## src/rtl/spq_pkg.sv

```systemverilog
// ----------------------------------------------------------------------------
// spq_pkg
// Shared types and constants for the sorted priority queue.
// ----------------------------------------------------------------------------
package spq_pkg;

  localparam int CAPACITY_DEF = 16;

  localparam int VALUE_W  = 32;
  localparam int OCC_W    = 5;

  localparam logic MODE_ENQ = 1'b0;
  localparam logic MODE_DEQ = 1'b1;

  typedef enum logic [1:0] {
    STATUS_OK    = 2'd0,
    STATUS_EMPTY = 2'd1,
    STATUS_FULL  = 2'd2
  } status_t;

  // Broadcast to every cell in the cycle a word is accepted.
  typedef struct packed {
    logic                      insert;  // enqueue that fits
    logic                      remove;  // dequeue from a nonempty queue
    logic signed [VALUE_W-1:0] value;   // value being inserted
  } cell_cmd_t;

endpackage

```

## src/rtl/spq_cell.sv

```systemverilog
// ----------------------------------------------------------------------------
// spq_cell
// One slot of the sorted chain: holds a value, compares it with the value
// being inserted and takes its next value from itself, a neighbor or the new value.
// ----------------------------------------------------------------------------
module spq_cell (
  input  logic                              clk,
  input  spq_pkg::cell_cmd_t                cmd,
  input  logic                              occupied,
  input  logic                              left_gt,
  input  logic signed [spq_pkg::VALUE_W-1:0] left_value,
  input  logic signed [spq_pkg::VALUE_W-1:0] right_value,
  output logic                              gt,
  output logic signed [spq_pkg::VALUE_W-1:0] value
);
  import spq_pkg::*;

  logic signed [VALUE_W-1:0] value_next;

  // A stored entry strictly larger than the new one stays ahead of it.
  assign gt = occupied && (value > cmd.value);

  always_comb begin
    value_next = value;
    if (cmd.insert) begin
      if (!gt) begin
        // first cell that is not larger takes the new value, the rest shift down
        value_next = left_gt ? cmd.value : left_value;
      end
    end else if (cmd.remove) begin
      value_next = right_value;
    end
  end

  always_ff @(posedge clk) begin
    value <= value_next;
  end

endmodule

```

## src/rtl/sorted_priority_queue.sv

```systemverilog
// ----------------------------------------------------------------------------
// sorted_priority_queue
// Bounded max-priority queue kept as a sorted chain of cells.
// ----------------------------------------------------------------------------
// Takes one word per clock: each word is an enqueue (mode 0) or a dequeue of
// the largest value (mode 1) and gives exactly one registered result word in
// the cycle after it is accepted. All CAPACITY cells compare against the
// incoming value in parallel and each loads from itself, a neighbor or the new
// value in the same cycle, so a new word is taken every cycle while the output
// register is free or being drained. An enqueue into a full queue reports
// status full and a dequeue from an empty queue reports status empty; in both
// cases the store is left as it was. Occupancy is the count masked to 5 bits.
// ----------------------------------------------------------------------------
module sorted_priority_queue #(
  parameter int CAPACITY = spq_pkg::CAPACITY_DEF
) (
  input  logic                               clk,
  input  logic                               rst,
  input  logic                               in_valid,
  output logic                               in_stall,
  input  logic                               mode,
  input  logic signed [spq_pkg::VALUE_W-1:0] value,
  output logic                               out_valid,
  input  logic                               out_stall,
  output logic signed [spq_pkg::VALUE_W-1:0] out_value,
  output logic [1:0]                         status,
  output logic                               now_empty,
  output logic [spq_pkg::OCC_W-1:0]          occupancy
);
  import spq_pkg::*;

  localparam int CNT_W = $clog2(CAPACITY + 1);
  localparam logic [CNT_W-1:0] CAP_CNT = CNT_W'(CAPACITY);

  logic [CNT_W-1:0] count;
  logic [CNT_W-1:0] count_next;
  logic             accept;
  logic             is_full;
  logic             is_empty;
  status_t          status_next;
  cell_cmd_t        cmd;

  logic signed [VALUE_W-1:0] cell_val [CAPACITY];
  logic [CAPACITY-1:0]       cell_gt;
  logic [CAPACITY-1:0]       cell_occ;

  logic [CNT_W+OCC_W-1:0] occ_wide;

  assign in_stall = out_valid && out_stall;
  assign accept   = in_valid && !in_stall;
  assign is_full  = (count == CAP_CNT);
  assign is_empty = (count == '0);

  always_comb begin
    cmd.insert  = accept && (mode == MODE_ENQ) && !is_full;
    cmd.remove  = accept && (mode == MODE_DEQ) && !is_empty;
    cmd.value   = value;
    count_next  = count;
    status_next = STATUS_OK;
    if (mode == MODE_ENQ) begin
      if (is_full) status_next = STATUS_FULL;
      else         count_next  = count + 1'b1;
    end else begin
      if (is_empty) status_next = STATUS_EMPTY;
      else          count_next  = count - 1'b1;
    end
  end

  for (genvar i = 0; i < CAPACITY; i++) begin : g_cell
    logic                      l_gt;
    logic signed [VALUE_W-1:0] l_val;
    logic signed [VALUE_W-1:0] r_val;

    assign cell_occ[i] = (count > CNT_W'(i));

    if (i == 0) begin : g_head
      // the head sees an endless larger entry ahead of it
      assign l_gt  = 1'b1;
      assign l_val = value;
    end else begin : g_body
      assign l_gt  = cell_gt[i-1];
      assign l_val = cell_val[i-1];
    end

    if (i == CAPACITY - 1) begin : g_tail
      assign r_val = cell_val[i];
    end else begin : g_inner
      assign r_val = cell_val[i+1];
    end

    spq_cell u_cell (
      .clk         (clk),
      .cmd         (cmd),
      .occupied    (cell_occ[i]),
      .left_gt     (l_gt),
      .left_value  (l_val),
      .right_value (r_val),
      .gt          (cell_gt[i]),
      .value       (cell_val[i])
    );
  end

  always_ff @(posedge clk) begin
    if (rst) begin
      count     <= '0;
      out_valid <= 1'b0;
    end else begin
      if (accept) begin
        count     <= count_next;
        out_valid <= 1'b1;
      end else if (!out_stall) begin
        out_valid <= 1'b0;
      end
    end
  end

  // Hold the result word until it is taken.
  always_ff @(posedge clk) begin
    if (accept) begin
      out_value <= cmd.remove ? cell_val[0] : '0;
      status    <= status_next;
      now_empty <= (count_next == '0);
    end
  end

  assign occ_wide  = {{OCC_W{1'b0}}, count};
  assign occupancy = occ_wide[OCC_W-1:0];

  a_count_bound: assert property (@(posedge clk) disable iff (rst)
    count <= CAP_CNT)
    else $error("entry count above capacity");

  a_sorted_head: assert property (@(posedge clk) disable iff (rst)
    (count >= CNT_W'(2)) |-> (cell_val[0] >= cell_val[1]))
    else $error("head cells out of order");

  a_full_status: assert property (@(posedge clk) disable iff (rst)
    (accept && (mode == MODE_ENQ) && is_full) |=>
      (out_valid && (status == STATUS_FULL) && $stable(count)))
    else $error("enqueue into full queue not refused");

  a_stall_hold: assert property (@(posedge clk) disable iff (rst)
    (out_valid && out_stall) |=> $stable(count))
    else $error("store changed while result stalled");

endmodule
```

## config.mk

```make
export PLATFORM = sky130hd
export DESIGN_NAME = sorted_priority_queue
export DESIGN_NICKNAME = d
export VERILOG_FILES = /design/src/rtl/spq_pkg.sv /design/src/rtl/spq_cell.sv /design/src/rtl/sorted_priority_queue.sv
export SDC_FILE = /design/constraint.sdc
export NUM_CORES = 2
export LEC_CHECK = 0
export BUFFER_PORTS_ARGS = -buffer_cell sky130_fd_sc_hd__buf_2
export CAP_MARGIN = 20
export CORE_ASPECT_RATIO = 1.5
export CORE_MARGIN = 1.5
export CORE_UTILIZATION = 59
export DETAILED_ROUTE_END_ITERATION = 8
export GPL_ROUTABILITY_DRIVEN = 0
export GPL_TIMING_DRIVEN = 0
export PLACE_DENSITY = 0.79
export SLEW_MARGIN = 20
export SYNTH_ARGS = -nofsm -noshare
export SYNTH_HDL_FRONTEND = slang
export SYNTH_HIERARCHICAL = 1
export SYNTH_SLANG_ARGS = --single-unit
```

## constraint.sdc

```tcl
create_clock -name clk -period 6.84 [get_ports clk]
set_input_delay 0.684 -clock clk [delete_from_list [all_inputs] [get_ports clk]]
set_output_delay 0.684 -clock clk [all_outputs]
set_load 0.02 [all_outputs]
```

==> run_summary.xml <==
<?xml version="1.0" encoding="UTF-8"?>
<metrics>
  <group name="detailed_routing">
    <metric name="detail_route.first_pass.iterations" unit="">5</metric>
    <metric name="drt_first_iter_violations" unit="">1814</metric>
    <metric name="avgViaCountPerCell" unit="">5.91</metric>
    <metric name="vias" unit="">32389</metric>
    <metric name="remaining_drc_errors" unit="">0</metric>
    <metric name="route.antenna.remaining_nets" unit="">0</metric>
    <metric name="routed_wirelength" unit="um">106000</metric>
    <metric name="routed_wire_length_per_instance" unit="um">19.3</metric>
  </group>
  <group name="placement">
    <metric name="place_area" unit="um2">44300</metric>
    <metric name="placement.io_buffers" unit="">78</metric>
    <metric name="hpwlAfterDp" unit="um">84700</metric>
    <metric name="place.detailed.instances" unit="">5378</metric>
    <metric name="placement.setup.worst_slack" unit="ps">1870</metric>
  </group>
  <group name="synth">
    <metric name="postSynthAreaPerCell" unit="um2">9.70</metric>
    <metric name="synthesis.nets" unit="">4908</metric>
    <metric name="gate_count_after_technology_mapping" unit="">4353</metric>
    <metric name="yosysWarnings" unit="">6</metric>
    <metric name="post_synth_instance_area" unit="um2">42200</metric>
  </group>
  <group name="finish">
    <metric name="num-fill-cells" unit="">5680</metric>
    <metric name="layout.cell_area.non_filler" unit="um2">46000</metric>
    <metric name="total_nets_final" unit="">5084</metric>
    <metric name="final_cell_mix" unit="">723 x sky130_fd_sc_hd__a21oi_1, 589 x sky130_fd_sc_hd__nor2_1, 547 x sky130_fd_sc_hd__edfxtp_1</metric>
    <metric name="final-instance-count-excl-fill" unit="">5479</metric>
    <metric name="leading_cell_type_in_the_layout_fill_and_taps_excluded" unit="">sky130_fd_sc_hd__a21oi_1</metric>
    <metric name="share_of_layout_cells_above_drive_strength_1" unit="%">8.05</metric>
    <metric name="area_growth_syn_to_layout" unit="%">9.04</metric>
  </group>
  <group name="sta">
    <metric name="timing.final.crit_period" unit="ps">4380</metric>
    <metric name="worst_hold_slack" unit="ps">290</metric>
    <metric name="finalSetupViolCount" unit="">0</metric>
    <metric name="worst_slew_pin_slew" unit="ps">801</metric>
    <metric name="finalWorstSetupSlack" unit="ps">2460</metric>
    <metric name="final_max_slew_viol_count" unit="">0</metric>
    <metric name="relSlewSlack" unit="%">46.6</metric>
    <metric name="final.setup.tns" unit="ps">0</metric>
    <metric name="fin_worst_skew" unit="ps">29.6</metric>
    <metric name="timing.fmax" unit="MHz">228</metric>
    <metric name="rsz0062_at_grt" unit="">false</metric>
    <metric name="final_min_period_over_clock_period" unit="%">64.1</metric>
    <metric name="finalHoldViolCount" unit="">0</metric>
  </group>
  <group name="clock_network">
    <metric name="cts_post_setup_buffers_inserted" unit="">0</metric>
    <metric name="clk_transition_reported_paths" unit="ps">60</metric>
    <metric name="clock-sinks" unit="">553</metric>
    <metric name="clock_latency_at_the_later_pin_of_the_worst_skew_pair" unit="ps">650</metric>
    <metric name="clock_tree_from_tritoncts" unit="">yes</metric>
    <metric name="hold_buffers" unit="">0</metric>
    <metric name="cts_repair_resizes" unit="">0</metric>
    <metric name="clock_path_buffers" unit="">3</metric>
    <metric name="htreeDepth" unit="">2</metric>
    <metric name="cts_inserted_buffers" unit="">56</metric>
    <metric name="cts_root_buffer" unit="">sky130_fd_sc_hd__clkbuf_16</metric>
  </group>
  <group name="floorplanning">
    <metric name="rows" unit="">119</metric>
    <metric name="initial_core_utilization" unit="%">59.8</metric>
    <metric name="die_height" unit="um">331</metric>
    <metric name="design.die.area" unit="um2">73200</metric>
    <metric name="die_width" unit="um">221</metric>
    <metric name="io_pins" unit="">79</metric>
    <metric name="core" unit="um2">70600</metric>
  </group>
  <group name="power_and_ir_drop">
    <metric name="leakagePower" unit="nW">18.9</metric>
    <metric name="worst_ir_drop_vdd" unit="mV">0.214</metric>
    <metric name="cellPowerDensity" unit="nW/um2">233</metric>
  </group>
  <group name="worst_setup_path">
    <metric name="cpPeakStageDelay" unit="ps">620</metric>
    <metric name="regToRegStartpoint" unit="">occupancy[1]</metric>
    <metric name="setup.worst_path.end_class" unit="">flip-flop</metric>
    <metric name="cp_max_fo" unit="">33</metric>
    <metric name="worstPathCellList" unit="">buf_2, inv_1, ha_1, a21oi_1, nor2_1, a211oi_1, o211ai_1, or3_1, a21boi_1, clkbuf_1, buf_1, mux2i_1, a21oi_1</metric>
    <metric name="cp.arrival" unit="ps">4750</metric>
    <metric name="critical_path.most_common_cell" unit="">sky130_fd_sc_hd__a21oi_1</metric>
    <metric name="timing.critical_path.from_type" unit="">input port</metric>
    <metric name="worst_setup_path_startpoint" unit="">value[25]</metric>
    <metric name="required" unit="ps">7210</metric>
    <metric name="crit_type" unit="">input port to flip-flop</metric>
    <metric name="worst_path_max_delay_cell" unit="">sky130_fd_sc_hd__buf_1</metric>
  </group>
  <group name="global_route">
    <metric name="gr-usage-all-layers" unit="%">28.6</metric>
    <metric name="global_route_wire_length_before_repair" unit="um">168000</metric>
    <metric name="grt_start_max_net_pins" unit="">34</metric>
    <metric name="gr-total-overflow" unit="">0</metric>
    <metric name="grt_antenna_before_repair" unit="">0</metric>
    <metric name="grt_pass1_vias" unit="">33996</metric>
  </group>
  <group name="flow_run">
    <metric name="cap_violations" unit="">0</metric>
  </group>
  <group name="hold_path">
    <metric name="worstHoldPathType" unit="">input port to flip-flop</metric>
    <metric name="hp-start" unit="">rst</metric>
  </group>
  <group name="status">
    <metric name="run_status" unit="">complete, no violations</metric>
  </group>
</metrics>
==> report_power, final <==
| part | internal [mW] | switching [mW] |
|---|---|---|
| Combinational | 1.19 | 1.88 |
| Sequential | 4.31 | 0.322 |
| Clock | 1.66 | 1.35 |
| Total | 7.17 | 3.55 |
==> per-stage QoR <==
step | utilization [%] | power [mW]
global route | 65.2 | 11.2
finish | 65.2 | 10.7
global placement | 62.0 | 7.53
CTS | 65.2 | 10.7
detailed placement | 62.8 | 7.73
floorplan | - | 6.77
==> state kept, by name, summed over array words and instances (netlist names) <==
| register | cells |
|---|---|
| out_value | 32 |
| now_empty | 1 |
| status | 2 |
| occupancy | 5 |
| out_valid | 1 |
| g_cell.u_cell/value | 512 |
==> worst max-delay path, delay by kind of cell <==
family                     cells  cell delay, ps
buffers and inverters          4            1660
AOI/OAI and AO/OA              5            1170
and+or+nand+nor                2             490
adders and majority gates      1             360
muxes                          1             340
==> worst paths after layout <==
kind                                                    end  slack, ps  cells past startpoint
worst max register to register   g_cell[11].u_cell/value[6]       2630                     12
worst min register to register                 out_value[0]        590                      1
worst max-delay path            g_cell[13].u_cell/value[28]       2460                     13
worst min-delay path                           occupancy[1]        290                      2
==> area by class of cell <==
class,instances,area (um2),area share (%)
Sequential cell,553,16500,36.0
Buffer,187,762,1.66
Clock buffer,71,1480,3.21
Multi-Input combinational cell,3078,23000,50.0
Tap cell,907,1130,2.47
Clock inverter,29,234,0.508
Inverter,535,2010,4.36
Timing Repair Buffer,118,835,1.81
Antenna cell,1,2.50,0.00544
==> layer usage <==
| metal | global-route usage [%] | vias to the layer above | wire [um] |
|---|---|---|---|
| met2 | 57.7 | 793 | 57800 |
| met4 | 17.3 | 0 | 6420 |
| met5 | 0 | - | 0 |
| met3 | 2.58 | 303 | 3100 |
| li1 | - | 16044 | - |
| met1 | 27.9 | 15249 | 38200 |
(Power assumes the default switching activity.)
